`src/hdl/ncc_pkg.sv`:
```
// Shared types and constants for the nearest centroid classifier.
// Used by every module under hdl; depends on nothing else.
`default_nettype none

package ncc_pkg;

  // Default sizing handed to the top-level parameters
  localparam int MaxCentroidsDefault = 16;
  localparam int FeatureCountDefault = 5;
  localparam int FeatureBitsDefault  = 16;

  // Fixed field widths
  localparam int IDX_W       = 4;
  localparam int LABEL_W     = 8;
  localparam int OUT_LABEL_W = 9;
  localparam int COUNT_W     = 5;
  localparam int DIST_W      = 35;
  localparam int SUM_W       = DIST_W + 3;   // room for five saturated terms
  localparam int IN_FIELDS   = 5;            // feature fields on the input stream

  localparam logic [DIST_W-1:0]      DIST_MAX   = {DIST_W{1'b1}};
  localparam logic [OUT_LABEL_W-1:0] LABEL_NONE = {OUT_LABEL_W{1'b1}};

  // Result stream: label, then distance, padded to whole bytes
  localparam int OUT_FIELDS_W = OUT_LABEL_W + DIST_W;
  localparam int OUT_DATA_W   = ((OUT_FIELDS_W + 7) / 8) * 8;

  // Input kind carried on tuser
  localparam logic ACT_WRITE    = 1'b0;
  localparam logic ACT_CLASSIFY = 1'b1;

  // Configuration port: 64-bit data, registers every 8 bytes
  localparam int CFG_DATA_W  = 64;
  localparam int CFG_ADDR_W  = 4;
  localparam int CFG_SEL_BIT = 3;
  localparam logic REG_IDX_IN_USE = 1'b0;
  localparam logic REG_IDX_REJECT = 1'b1;

  typedef struct packed {
    logic [COUNT_W-1:0] in_use;
    logic [DIST_W-1:0]  reject;
  } cfg_t;

  // Travels alongside each centroid through the distance pipeline
  typedef struct packed {
    logic               vld;
    logic               last;
    logic [LABEL_W-1:0] label;
  } tag_t;

endpackage

`default_nettype wire

```
`src/hdl/ncc_cfg_regs.sv`:
```
// Configuration registers behind a simple APB-style port.
// Depends on ncc_pkg for the register layout and the cfg_t bundle.
`default_nettype none

module ncc_cfg_regs (
  input  logic                            clk,
  input  logic                            rst_n,
  input  logic                            cfg_psel,
  input  logic                            cfg_penable,
  input  logic                            cfg_pwrite,
  input  logic [ncc_pkg::CFG_ADDR_W-1:0]  cfg_paddr,
  input  logic [ncc_pkg::CFG_DATA_W-1:0]  cfg_pwdata,
  output logic [ncc_pkg::CFG_DATA_W-1:0]  cfg_prdata,
  output logic                            cfg_pready,
  output ncc_pkg::cfg_t                   cfg
);

  ncc_pkg::cfg_t cfg_r;
  logic          wr_en;
  logic          reg_sel;

  assign cfg_pready = 1'b1;
  assign reg_sel    = cfg_paddr[ncc_pkg::CFG_SEL_BIT];
  assign wr_en      = cfg_psel && cfg_penable && cfg_pwrite && cfg_pready;
  assign cfg        = cfg_r;

  always_ff @(posedge clk) begin
    if (!rst_n) begin
      cfg_r.in_use <= '0;
      cfg_r.reject <= ncc_pkg::DIST_MAX;
    end else if (wr_en) begin
      unique case (reg_sel)
        ncc_pkg::REG_IDX_IN_USE: cfg_r.in_use <= cfg_pwdata[ncc_pkg::COUNT_W-1:0];
        ncc_pkg::REG_IDX_REJECT: cfg_r.reject <= cfg_pwdata[ncc_pkg::DIST_W-1:0];
        default:                 cfg_r        <= cfg_r;
      endcase
    end
  end

  always_comb begin
    unique case (reg_sel)
      ncc_pkg::REG_IDX_IN_USE: cfg_prdata = ncc_pkg::CFG_DATA_W'(cfg_r.in_use);
      ncc_pkg::REG_IDX_REJECT: cfg_prdata = ncc_pkg::CFG_DATA_W'(cfg_r.reject);
      default:                 cfg_prdata = '0;
    endcase
  end

endmodule

`default_nettype wire

```
`src/hdl/ncc_dist_pipe.sv`:
```
// Three-stage squared-distance pipeline: magnitude, square, saturating sum.
// Depends on ncc_pkg for tag_t and the distance width.
`default_nettype none

module ncc_dist_pipe #(
  parameter int FEATURE_COUNT = ncc_pkg::FeatureCountDefault,
  parameter int FEATURE_BITS  = ncc_pkg::FeatureBitsDefault
) (
  input  logic                                       clk,
  input  logic                                       rst_n,
  input  logic [FEATURE_COUNT-1:0][FEATURE_BITS-1:0] point,
  input  logic [FEATURE_COUNT-1:0][FEATURE_BITS-1:0] cent,
  input  ncc_pkg::tag_t                              in_tag,
  output logic [ncc_pkg::DIST_W-1:0]                 sum,
  output ncc_pkg::tag_t                              sum_tag
);

  localparam int FB = FEATURE_BITS;
  localparam int PW = 2 * FEATURE_BITS;

  logic signed [FB:0]            diff    [FEATURE_COUNT];
  logic [FB-1:0]                 mag_nxt [FEATURE_COUNT];
  logic [FB-1:0]                 mag_r   [FEATURE_COUNT];
  logic [PW-1:0]                 prod_r  [FEATURE_COUNT];
  logic [ncc_pkg::DIST_W-1:0]    term    [FEATURE_COUNT];
  logic [ncc_pkg::SUM_W-1:0]     acc;
  logic [ncc_pkg::DIST_W-1:0]    sum_nxt;
  logic [ncc_pkg::DIST_W-1:0]    sum_r;
  ncc_pkg::tag_t                 tag1_r, tag2_r, tag3_r;

  // Stage 1: absolute difference per feature
  always_comb begin
    for (int f = 0; f < FEATURE_COUNT; f++) begin
      diff[f]    = $signed({point[f][FB-1], point[f]}) - $signed({cent[f][FB-1], cent[f]});
      mag_nxt[f] = diff[f][FB] ? FB'(-diff[f]) : FB'(diff[f]);
    end
  end

  // Stage 3: saturate each square, then add and saturate the total
  always_comb begin
    acc = '0;
    for (int f = 0; f < FEATURE_COUNT; f++) begin
      term[f] = (64'(prod_r[f]) > 64'(ncc_pkg::DIST_MAX)) ? ncc_pkg::DIST_MAX
                                                          : ncc_pkg::DIST_W'(prod_r[f]);
      acc     = acc + ncc_pkg::SUM_W'(term[f]);
    end
    sum_nxt = (acc > ncc_pkg::SUM_W'(ncc_pkg::DIST_MAX)) ? ncc_pkg::DIST_MAX
                                                         : ncc_pkg::DIST_W'(acc);
  end

  always_ff @(posedge clk) begin
    if (!rst_n) begin
      tag1_r <= '0;
      tag2_r <= '0;
      tag3_r <= '0;
    end else begin
      tag1_r <= in_tag;
      tag2_r <= tag1_r;
      tag3_r <= tag2_r;
    end
  end

  always_ff @(posedge clk) begin
    for (int f = 0; f < FEATURE_COUNT; f++) begin
      mag_r[f]  <= mag_nxt[f];
      prod_r[f] <= PW'(mag_r[f]) * PW'(mag_r[f]);
    end
    sum_r <= sum_nxt;
  end

  assign sum     = sum_r;
  assign sum_tag = tag3_r;

endmodule

`default_nettype wire

```
`src/hdl/ncc_engine.sv`:
```
// Centroid table memory, scan sequencer and running minimum.
// Depends on ncc_pkg; feeds ncc_dist_pipe and takes its sums back.
`default_nettype none

module ncc_engine #(
  parameter int MAX_CENTROIDS = ncc_pkg::MaxCentroidsDefault,
  parameter int FEATURE_COUNT = ncc_pkg::FeatureCountDefault,
  parameter int FEATURE_BITS  = ncc_pkg::FeatureBitsDefault
) (
  input  logic                                       clk,
  input  logic                                       rst_n,
  input  ncc_pkg::cfg_t                              cfg,
  input  logic                                       in_valid,
  output logic                                       in_ready,
  input  logic                                       in_action,
  input  logic [ncc_pkg::IDX_W-1:0]                  in_index,
  input  logic [ncc_pkg::LABEL_W-1:0]                in_label,
  input  logic [FEATURE_COUNT-1:0][FEATURE_BITS-1:0] in_feat,
  output logic [FEATURE_COUNT-1:0][FEATURE_BITS-1:0] point,
  output logic [FEATURE_COUNT-1:0][FEATURE_BITS-1:0] rd_cent,
  output ncc_pkg::tag_t                              rd_tag,
  input  logic [ncc_pkg::DIST_W-1:0]                 sum,
  input  ncc_pkg::tag_t                              sum_tag,
  output logic                                       res_valid,
  input  logic                                       res_ready,
  output logic [ncc_pkg::OUT_LABEL_W-1:0]            res_label,
  output logic [ncc_pkg::DIST_W-1:0]                 res_dist
);

  localparam int AW      = (MAX_CENTROIDS > 1) ? $clog2(MAX_CENTROIDS) : 1;
  localparam int FEAT_W  = FEATURE_COUNT * FEATURE_BITS;
  localparam int ENTRY_W = FEAT_W + ncc_pkg::LABEL_W;

  typedef enum logic [1:0] {
    ST_IDLE,
    ST_SCAN,
    ST_DRAIN,
    ST_DONE
  } state_t;

  state_t                            state_r;
  logic [ENTRY_W-1:0]                mem [MAX_CENTROIDS];
  logic [ENTRY_W-1:0]                rd_entry_r;
  logic                              rd_vld_r;
  logic                              rd_last_r;
  logic [ncc_pkg::COUNT_W-1:0]       cnt_r;
  logic [ncc_pkg::COUNT_W-1:0]       last_idx_r;
  logic [ncc_pkg::COUNT_W-1:0]       n_search;
  logic [FEAT_W-1:0]                 point_r;
  logic [ncc_pkg::DIST_W-1:0]        best_r;
  logic [ncc_pkg::OUT_LABEL_W-1:0]   label_r;
  logic                              accept;
  logic                              wr_en;
  logic [AW-1:0]                     wr_addr;
  logic [AW-1:0]                     rd_addr;

  assign in_ready = (state_r == ST_IDLE);
  assign accept   = in_valid && in_ready;
  assign wr_en    = accept && (in_action == ncc_pkg::ACT_WRITE)
                    && (32'(in_index) < 32'(MAX_CENTROIDS));
  assign wr_addr  = AW'(in_index);
  assign rd_addr  = AW'(cnt_r);

  // Clamp the searched count to the table depth
  assign n_search = (32'(cfg.in_use) > 32'(MAX_CENTROIDS)) ?
                    ncc_pkg::COUNT_W'(MAX_CENTROIDS) : cfg.in_use;

  always_ff @(posedge clk) begin
    if (wr_en) begin
      mem[wr_addr] <= {in_label, in_feat};
    end
    rd_entry_r <= mem[rd_addr];
  end

  always_ff @(posedge clk) begin
    if (!rst_n) begin
      state_r   <= ST_IDLE;
      rd_vld_r  <= 1'b0;
      rd_last_r <= 1'b0;
    end else begin
      rd_vld_r  <= 1'b0;
      rd_last_r <= 1'b0;
      unique case (state_r)
        ST_IDLE: begin
          if (accept && (in_action == ncc_pkg::ACT_CLASSIFY)) begin
            point_r    <= in_feat;
            best_r     <= cfg.reject;
            label_r    <= ncc_pkg::LABEL_NONE;
            cnt_r      <= '0;
            last_idx_r <= n_search - 1'b1;
            state_r    <= (n_search == '0) ? ST_DONE : ST_SCAN;
          end
        end
        ST_SCAN: begin
          rd_vld_r  <= 1'b1;
          rd_last_r <= (cnt_r == last_idx_r);
          cnt_r     <= cnt_r + 1'b1;
          if (cnt_r == last_idx_r) begin
            state_r <= ST_DRAIN;
          end
        end
        ST_DRAIN: begin
          if (sum_tag.vld && sum_tag.last) begin
            state_r <= ST_DONE;
          end
        end
        ST_DONE: begin
          if (res_ready) begin
            state_r <= ST_IDLE;
          end
        end
        default: state_r <= ST_IDLE;
      endcase
      // strict compare keeps the lower index on a tie
      if (sum_tag.vld && (sum < best_r)) begin
        best_r  <= sum;
        label_r <= {1'b0, sum_tag.label};
      end
    end
  end

  assign point         = point_r;
  assign rd_cent       = rd_entry_r[FEAT_W-1:0];
  assign rd_tag.vld    = rd_vld_r;
  assign rd_tag.last   = rd_last_r;
  assign rd_tag.label  = rd_entry_r[ENTRY_W-1:FEAT_W];

  assign res_valid = (state_r == ST_DONE);
  assign res_label = label_r;
  assign res_dist  = best_r;

endmodule

`default_nettype wire

```
`src/hdl/nearest_centroid_classifier.sv`:
```
// Nearest centroid classifier: a table of up to MAX_CENTROIDS entries,
// each FEATURE_COUNT signed features and an 8-bit label, searched for the
// entry with the least squared Euclidean distance to a classify point. A
// write transaction (tuser low) loads one entry. A classify transaction
// (tuser high) reads one entry per cycle from the table memory, which has a
// single read port, and streams it through a three-stage distance pipeline;
// it searches the first n entries, n being centroids_in_use clamped to the
// table depth. Items are worked on one at a time; a finished result sits in
// the output register while the next transaction is taken. Table entries
// hold no reset value and must be written before they fall inside the
// searched range. The label is all ones, and the distance the reject value,
// when no entry qualifies.
// Depends on ncc_pkg, ncc_cfg_regs, ncc_engine and ncc_dist_pipe.
`default_nettype none

module nearest_centroid_classifier #(
  parameter int MAX_CENTROIDS = ncc_pkg::MaxCentroidsDefault,
  parameter int FEATURE_COUNT = ncc_pkg::FeatureCountDefault,
  parameter int FEATURE_BITS  = ncc_pkg::FeatureBitsDefault,
  localparam int IN_FIELDS_W  = ncc_pkg::IDX_W + ncc_pkg::LABEL_W
                                + ncc_pkg::IN_FIELDS * FEATURE_BITS,
  localparam int IN_DATA_W    = ((IN_FIELDS_W + 7) / 8) * 8
) (
  input  logic                              clk,
  input  logic                              rst_n,
  input  logic                              in_tvalid,
  output logic                              in_tready,
  // entry_index, entry_label, feature_zero .. feature_four
  input  logic [IN_DATA_W-1:0]              in_tdata,
  // action
  input  logic                              in_tuser,
  output logic                              out_tvalid,
  input  logic                              out_tready,
  // cluster_label, best_distance_sq
  output logic [ncc_pkg::OUT_DATA_W-1:0]    out_tdata,
  input  logic                              cfg_psel,
  input  logic                              cfg_penable,
  input  logic                              cfg_pwrite,
  input  logic [ncc_pkg::CFG_ADDR_W-1:0]    cfg_paddr,
  input  logic [ncc_pkg::CFG_DATA_W-1:0]    cfg_pwdata,
  output logic [ncc_pkg::CFG_DATA_W-1:0]    cfg_prdata,
  output logic                              cfg_pready
);

  localparam int FEAT_LSB = ncc_pkg::IDX_W + ncc_pkg::LABEL_W;

  ncc_pkg::cfg_t                                cfg;
  ncc_pkg::tag_t                                rd_tag;
  ncc_pkg::tag_t                                sum_tag;
  logic [ncc_pkg::IN_FIELDS-1:0][FEATURE_BITS-1:0] all_feat;
  logic [FEATURE_COUNT-1:0][FEATURE_BITS-1:0]   in_feat;
  logic [FEATURE_COUNT-1:0][FEATURE_BITS-1:0]   point;
  logic [FEATURE_COUNT-1:0][FEATURE_BITS-1:0]   rd_cent;
  logic [ncc_pkg::DIST_W-1:0]                   sum;
  logic                                         res_valid;
  logic                                         res_ready;
  logic [ncc_pkg::OUT_LABEL_W-1:0]              res_label;
  logic [ncc_pkg::DIST_W-1:0]                   res_dist;
  logic                                         out_valid_r;
  logic [ncc_pkg::OUT_FIELDS_W-1:0]             out_data_r;

  always_comb begin
    for (int f = 0; f < ncc_pkg::IN_FIELDS; f++) begin
      all_feat[f] = in_tdata[FEAT_LSB + f*FEATURE_BITS +: FEATURE_BITS];
    end
  end
  assign in_feat = all_feat[FEATURE_COUNT-1:0];

  ncc_cfg_regs u_cfg (
    .clk         (clk),
    .rst_n       (rst_n),
    .cfg_psel    (cfg_psel),
    .cfg_penable (cfg_penable),
    .cfg_pwrite  (cfg_pwrite),
    .cfg_paddr   (cfg_paddr),
    .cfg_pwdata  (cfg_pwdata),
    .cfg_prdata  (cfg_prdata),
    .cfg_pready  (cfg_pready),
    .cfg         (cfg)
  );

  ncc_engine #(
    .MAX_CENTROIDS (MAX_CENTROIDS),
    .FEATURE_COUNT (FEATURE_COUNT),
    .FEATURE_BITS  (FEATURE_BITS)
  ) u_engine (
    .clk       (clk),
    .rst_n     (rst_n),
    .cfg       (cfg),
    .in_valid  (in_tvalid),
    .in_ready  (in_tready),
    .in_action (in_tuser),
    .in_index  (in_tdata[ncc_pkg::IDX_W-1:0]),
    .in_label  (in_tdata[ncc_pkg::IDX_W +: ncc_pkg::LABEL_W]),
    .in_feat   (in_feat),
    .point     (point),
    .rd_cent   (rd_cent),
    .rd_tag    (rd_tag),
    .sum       (sum),
    .sum_tag   (sum_tag),
    .res_valid (res_valid),
    .res_ready (res_ready),
    .res_label (res_label),
    .res_dist  (res_dist)
  );

  ncc_dist_pipe #(
    .FEATURE_COUNT (FEATURE_COUNT),
    .FEATURE_BITS  (FEATURE_BITS)
  ) u_pipe (
    .clk     (clk),
    .rst_n   (rst_n),
    .point   (point),
    .cent    (rd_cent),
    .in_tag  (rd_tag),
    .sum     (sum),
    .sum_tag (sum_tag)
  );

  // Output register: take a new result when empty or being drained
  assign res_ready = !out_valid_r || out_tready;

  always_ff @(posedge clk) begin
    if (!rst_n) begin
      out_valid_r <= 1'b0;
    end else if (res_valid && res_ready) begin
      out_valid_r <= 1'b1;
    end else if (out_tready) begin
      out_valid_r <= 1'b0;
    end
  end

  always_ff @(posedge clk) begin
    if (res_valid && res_ready) begin
      out_data_r <= {res_dist, res_label};
    end
  end

  assign out_tvalid = out_valid_r;
  assign out_tdata  = ncc_pkg::OUT_DATA_W'(out_data_r);

endmodule

`default_nettype wire
```
`config.mk`:
```
export PLATFORM = sky130hd
export DESIGN_NAME = nearest_centroid_classifier
export DESIGN_NICKNAME = d
export VERILOG_FILES = /design/src/hdl/ncc_pkg.sv /design/src/hdl/ncc_cfg_regs.sv /design/src/hdl/ncc_dist_pipe.sv /design/src/hdl/ncc_engine.sv /design/src/hdl/nearest_centroid_classifier.sv
export SDC_FILE = /design/constraint.sdc
export NUM_CORES = 2
export LEC_CHECK = 0
export BUFFER_PORTS_ARGS = -buffer_cell sky130_fd_sc_hd__buf_2
export CORE_UTILIZATION = 69
export DETAILED_ROUTE_END_ITERATION = 6
export PLACE_DENSITY = 0.87
export SYNTH_ARGS = -nofsm -noshare
export SYNTH_HDL_FRONTEND = slang
export SYNTH_SLANG_ARGS = --single-unit
```
`constraint.sdc`:
```
create_clock -name clk -period 18.7 [get_ports clk]
set_input_delay 0.935 -clock clk [delete_from_list [all_inputs] [get_ports clk]]
set_output_delay 0.935 -clock clk [all_outputs]
set_load 0.1 [all_outputs]
```
# Word-level counts from Yosys, hierarchy flattened
# Memories as Yosys holds them, arrays and structs flattened. A register that Yosys moved wholly into a read port is not among the register bits.
# Index checks and enable logic that the tools add are counted.
# classes
eq_ne,8
order_cmp,3
bitwise,2
reduce_logical,23
addsub,16
n_mux,26
n_mul,5
# op_table
cell,n
16-bit by 16-bit multiplier with 32-bit output,5
64-bit one-hot mux with 2 select lines,1
38-bit by 32-bit adder with 38-bit output,3
35-bit two-way mux,3
16-bit by 16-bit subtractor with 17-bit output,5
16-bit two-way mux,5
16-bit negation,5
38-bit by 35-bit > comparator with 1-bit output (second input constant),1
35-bit less-than comparator,1
32-bit by 32-bit adder with 33-bit output,1
9-bit two-way mux,2
2-bit two-way mux,5
5-bit two-way mux,2
5-bit one-hot mux with 2 select lines,1
3-bit AND reduction,3
1-bit logical AND,8
8-bit two-way mux,1
2-bit one-hot mux with 4 select lines,1
2-bit nonzero test,4
2-bit by 1-bit != test with 1-bit output (second input constant),3
2-bit AND reduction,3
5-bit by 1-bit adder with 5-bit output (second input constant),1
5-bit == test,1
5-bit > comparator (second input constant),1
11 further kinds,17
# totals
out_inout_bits,115
n_memories,3
reg_bits,288
ramBits,1648
# mem_list
name,depth,word_bits,read_ports,rd_clocked_by_memory_dff,wr,line,text
u_engine.mem,16,88,1,1,1,ncc_engine.sv:42,logic [ENTRY_W-1:0] mem [MAX_CENTROIDS];
u_pipe.prod_r,5,32,5,0,5,ncc_dist_pipe.sv:24,logic [PW-1:0] prod_r [FEATURE_COUNT];
u_pipe.mag_r,5,16,5,0,5,ncc_dist_pipe.sv:23,logic [FB-1:0] mag_r [FEATURE_COUNT];

# Longest topological paths before layout
# depth
word_depth,6
mapped_depth,27
mapped_depth_nobuf,26

# Modules after synthesis
# From an unflattened synthesis, not the netlist that was laid out.
# hier_totals
hier_cells,8533
area_unflattened_um2,116203.9
# by_module_without_submodules
module,cells_per_inst,area_per_inst_um2,n_inst,seq_area_each_um2
ncc_engine,2428,60450.5,1,48146.2
ncc_dist_pipe,5804,52022.4,1,6005.8
ncc_cfg_regs,247,2318.5,1,800.8
nearest_centroid_classifier,54,1412.6,1,1341.3

# Worst setup path after synthesis
# OpenSTA, ideal clock, no wires.
# synth_path
path_type,register -> register
start,register u_engine.state_r[0]
end,memory u_engine.mem[0][0] in the netlist's numbering (enable)
arrival_time_ps,7800
path_slack_ps,10256
stages_incl_launch_ff,7
synth_period_minus_slack_ps,8444
path_cell_list,dfxtp_1 -> inv_1 -> ha_1 -> nand2_1 -> nor3_1 -> nand2b_1 -> nor3_1
# synth_between
elab_chain_len,5
# synth_lines
element,line,text
start: declaration,ncc_engine.sv:41,state_t state_r;
start signal: assignment,ncc_engine.sv:91,state_r <= (n_search == '0) ? ST_DONE : ST_SCAN;
2-bit zero test,ncc_engine.sv:57,assign in_ready = (state_r == ST_IDLE);
named net in_tready,nearest_centroid_classifier.sv:27,"output logic in_tready,"
1-bit logical AND,ncc_engine.sv:58,assign accept = in_valid && in_ready;
1-bit logical AND,ncc_engine.sv:59,assign wr_en = accept && (in_action == ncc_pkg::ACT_WRITE)
1-bit two-way mux,ncc_engine.sv:69,if (wr_en) begin
1-bit two-way mux (not written as such),ncc_engine.sv:70,"mem[wr_addr] <= {in_label, in_feat};"
end: declaration,ncc_engine.sv:42,
# The timed path passes the listed nets, and every way through them passes these cells.

==> impl_metrics.csv <==
group,metric,value,unit
setup_path,crit_family,"adder cells",
die,std_cell_rows,149,
global_routing,grt.overflow.total,0,
synthesis,synthTopCellsByCount,"edfxtp_1, inv_1, fa_1",
cts,cts_setup_buffers,0,
detailed_routing,drt-total-wl,308000,microns
die,io_pins,287,
global_routing,first_global_vias,75600,
setup_path,crit_slowest_cell,"dfxtp_1",
synthesis,synth_edf_count,1586,
sta,skew,0.0618,ns
synthesis,synth.area.top_cells,"edfxtp_1, fa_1, mux4_2",
detailed_routing,drtIter0Drc,9477,
sta,finalSetupViolations,0,
min_path,hold_class,"in -> reg",
synthesis,async_flop_share,0,%
setup_path,cp.arrival,8.27,ns
synthesis,yosysWarnings,0,
sta,drv_slew,2,
synthesis,yosysMostFrequentCell,"edfxtp_1",
sta,worst_pin_slew,2.43,ns
placed_design,hpwl,181000,microns
placed_design,gp_congestion,0.916,
cts,clk_pin_slew,0.06,ns
global_routing,grt_util_met1,45.7,%
setup_path,critPathMaxStageDelay,0.80,ns
cts,clock_latency,0.85,ns
synthesis,yosys_register_bits,2019,
cells_and_area,area_growth,8.89,%
sta,maxSlewHeadroom,-66.5,%
detailed_routing,remaining_drc_errors,6,
cts,cts_buffer_depth,3,
placed_design,io_buffer_count,216,
sta,fin_crit,7.60,ns
detailed_routing,wire_per_inst,27.8,microns
synthesis,synth_cells,8448,
cts,numCtsBuffers,191,
sta,setup_tns,0,ns
setup_path,crit_buf_inv,5,
flow_run,max-cap-violations,1,
die,dieHeight,411,microns
synthesis,seq_area_frac_synth,48.8,%
global_routing,met3_usage,8.00,%
setup_path,start_kind,"register",
detailed_routing,drtPass1Iterations,7,
global_routing,grt_use_met2,58.9,%
cts,cts.sinks,2019,
setup_path,crit_type,"reg -> reg",
global_routing,grt-busiest-layer,"met2",
synthesis,syn-mean-instance-area,13.6,sq um
die,coreArea,0.165,sq mm
cts,root_buffer,"clkbuf_16",
die,die_x,411,microns
global_routing,antenna_found_initial,36,
synthesis,synth_area_leader_cell,"edfxtp_1",
setup_path,critical_path.most_common_cell,"fa_1",
synthesis,ys_types,103,
synthesis,synthesis.area,0.115,sq mm
setup_path,path_cells,"inv_1 > nor2_1 > fa_1 > inv_1 > fa_1 > fa_1 > inv_1 > fa_1 > inv_1 > fa_1 > fa_1 > inv_1 > ha_1 > a21oi_1 > nand2b_1 > o21ai_0 > a31oi_1 > o41ai_2 > o22ai_1 > o311ai_1 > a21boi_0",
setup_path,crit_required,19.37,ns
setup_path,cp_max_fo,12,
cells_and_area,nets,10500,
setup_path,r2r_slack,11.10,ns
cts,h-tree-depth,4,
cells_and_area,drive_gt1_share,13.1,%
cells_and_area,fillCellCount,8944,
sta,finalCritPeriodShare,40.7,%
die,dieArea,0.169,sq mm
synthesis,ys_dominant_reg_cell,"edfxtp_1",
sta,max_freq,0.132,GHz
synthesis,synth_top_area_share,41.3,%
cts,hold_buffers,0,
die,initial_utilization,69.7,%
cts,cts_resized,0,
status,outcome,"finished with violations",
setup_path,cp-end-kind,"register",
global_routing,grt_pass1_wl,453000,microns
status,violations,"DRC, capacitance limit, slew limit",
global_routing,track_usage,36.2,%
detailed_routing,vias_per_cell,6.54,
detailed_routing,ant_nets,0,
sta,rsz0062_at_grt,"no",
global_routing,grt_max_degree,155,
detailed_routing,dr_total_vias,72500,
sta,hold_violations,0,
cts,cts_tree,"done",
per-stage QoR:
stage          hold WS [ns]  util, %  instances  cell area [sq um]  setup WS [ns]
3_5_place_dp          0.405     71.9      10700             119000          11.42
2_1_floorplan         0.382        -       8481             115000          10.26
5_1_grt               0.264     75.9      11100             126000          10.76
6_report              0.294     75.9      11100             126000          11.10
4_1_cts               0.240     75.9      11100             126000          11.31
3_3_place_gp          0.403     71.9      10700             119000          11.57
metal layers:
metal	part of all wire [%]	routed length, microns	vias to the layer above
li1	-	-	29300
met1	33	103000	35600
met2	48	148000	6005
met3	12	36900	1534
met4	6.9	21200	28
met5	0.057	176	-
placed cells by master (no fill, tap or decap), types with 66 or more instances in the layout:
cell type / Yosys / routed
nor2_1: 298 / 285
xnor2_1: 249 / 249
nand3_1: 90 / 90
xor2_1: 102 / 102
a21o_1: 107 / 106
nor2b_1: 67 / 66
dfxtp_1: 433 / 433
inv_1: 1531 / 1531
o21ai_0: 111 / 111
and2_1: 323 / 323
buf_2: 3 / 216
fa_1: 887 / 887
edfxtp_1: 1586 / 1586
a21oi_1: 237 / 237
nand2_1: 463 / 463
mux4_2: 440 / 440
ha_1: 688 / 688
clkbuf_16: 0 / 192
worst register-to-register path, stage by stage, from the launching register on:
cell,delay (ns)
dfxtp_1,0.80
inv_1,0.42
nor2_1,0.35
fa_1,0.47
inv_1,0.08
fa_1,0.43
fa_1,0.52
inv_1,0.06
fa_1,0.54
inv_1,0.06
fa_1,0.38
fa_1,0.54
inv_1,0.05
ha_1,0.34
a21oi_1,0.28
nand2b_1,0.10
o21ai_0,0.30
a31oi_1,0.25
o41ai_2,0.38
o22ai_1,0.21
o311ai_1,0.38
a21boi_0,0.47
logic make-up after synthesis:
| family | share of synthesized area (%) |
|---|---|
| DFF | 48.8 |
| adders and majority gates | 22.9 |
| xor gates and xnor gates | 2.68 |
| and+or+nand+nor | 6.47 |
| other | 0.00651 |
| AOI/OAI and AO/OA | 4.09 |
| buffers and inverters | 5.92 |
| muxes | 9.16 |
final cells by class:
cell class | count | area, sq um | area share (%)
Timing Repair Buffer | 282 | 1640 | 1.30
Inverter | 1531 | 5750 | 4.58
Clock buffer | 250 | 5190 | 4.14
Sequential cell | 2019 | 56300 | 44.8
Multi-Input combinational cell | 4681 | 52400 | 41.8
Tap cell | 2189 | 2740 | 2.18
Clock inverter | 110 | 1470 | 1.17
Antenna cell | 20 | 50.0 | 0.0399
registers in the layout (all words and copies together) (netlist names), 10 cells and up:
signal and count:
u_pipe.sum 35, u_pipe.tag2_r 10, u_pipe.prod_r 155, u_pipe.mag_r 80
out_data_r 44, u_engine.mem 1408, u_pipe.tag1_r 10, u_engine.res_dist 35
u_pipe.sum_tag 10, u_cfg.cfg 40, u_engine.rd_entry_r 88, u_engine.point 80
worst paths after layout:
check	startpoint	endpoint	cells past startpoint
hold reg to reg	u_engine.res_label[4]	out_data_r[4]	0
setup / recovery	u_pipe.mag_r[0][56]	u_pipe.prod_r[0][124]	21
hold / removal	cfg_pwdata[17]	u_cfg.cfg[17]	3
setup reg to reg	u_pipe.mag_r[0][56]	u_pipe.prod_r[0][124]	21
Power is not shown: default switching activity piles up to over one toggle a cycle in this logic, so the estimate is an artifact.
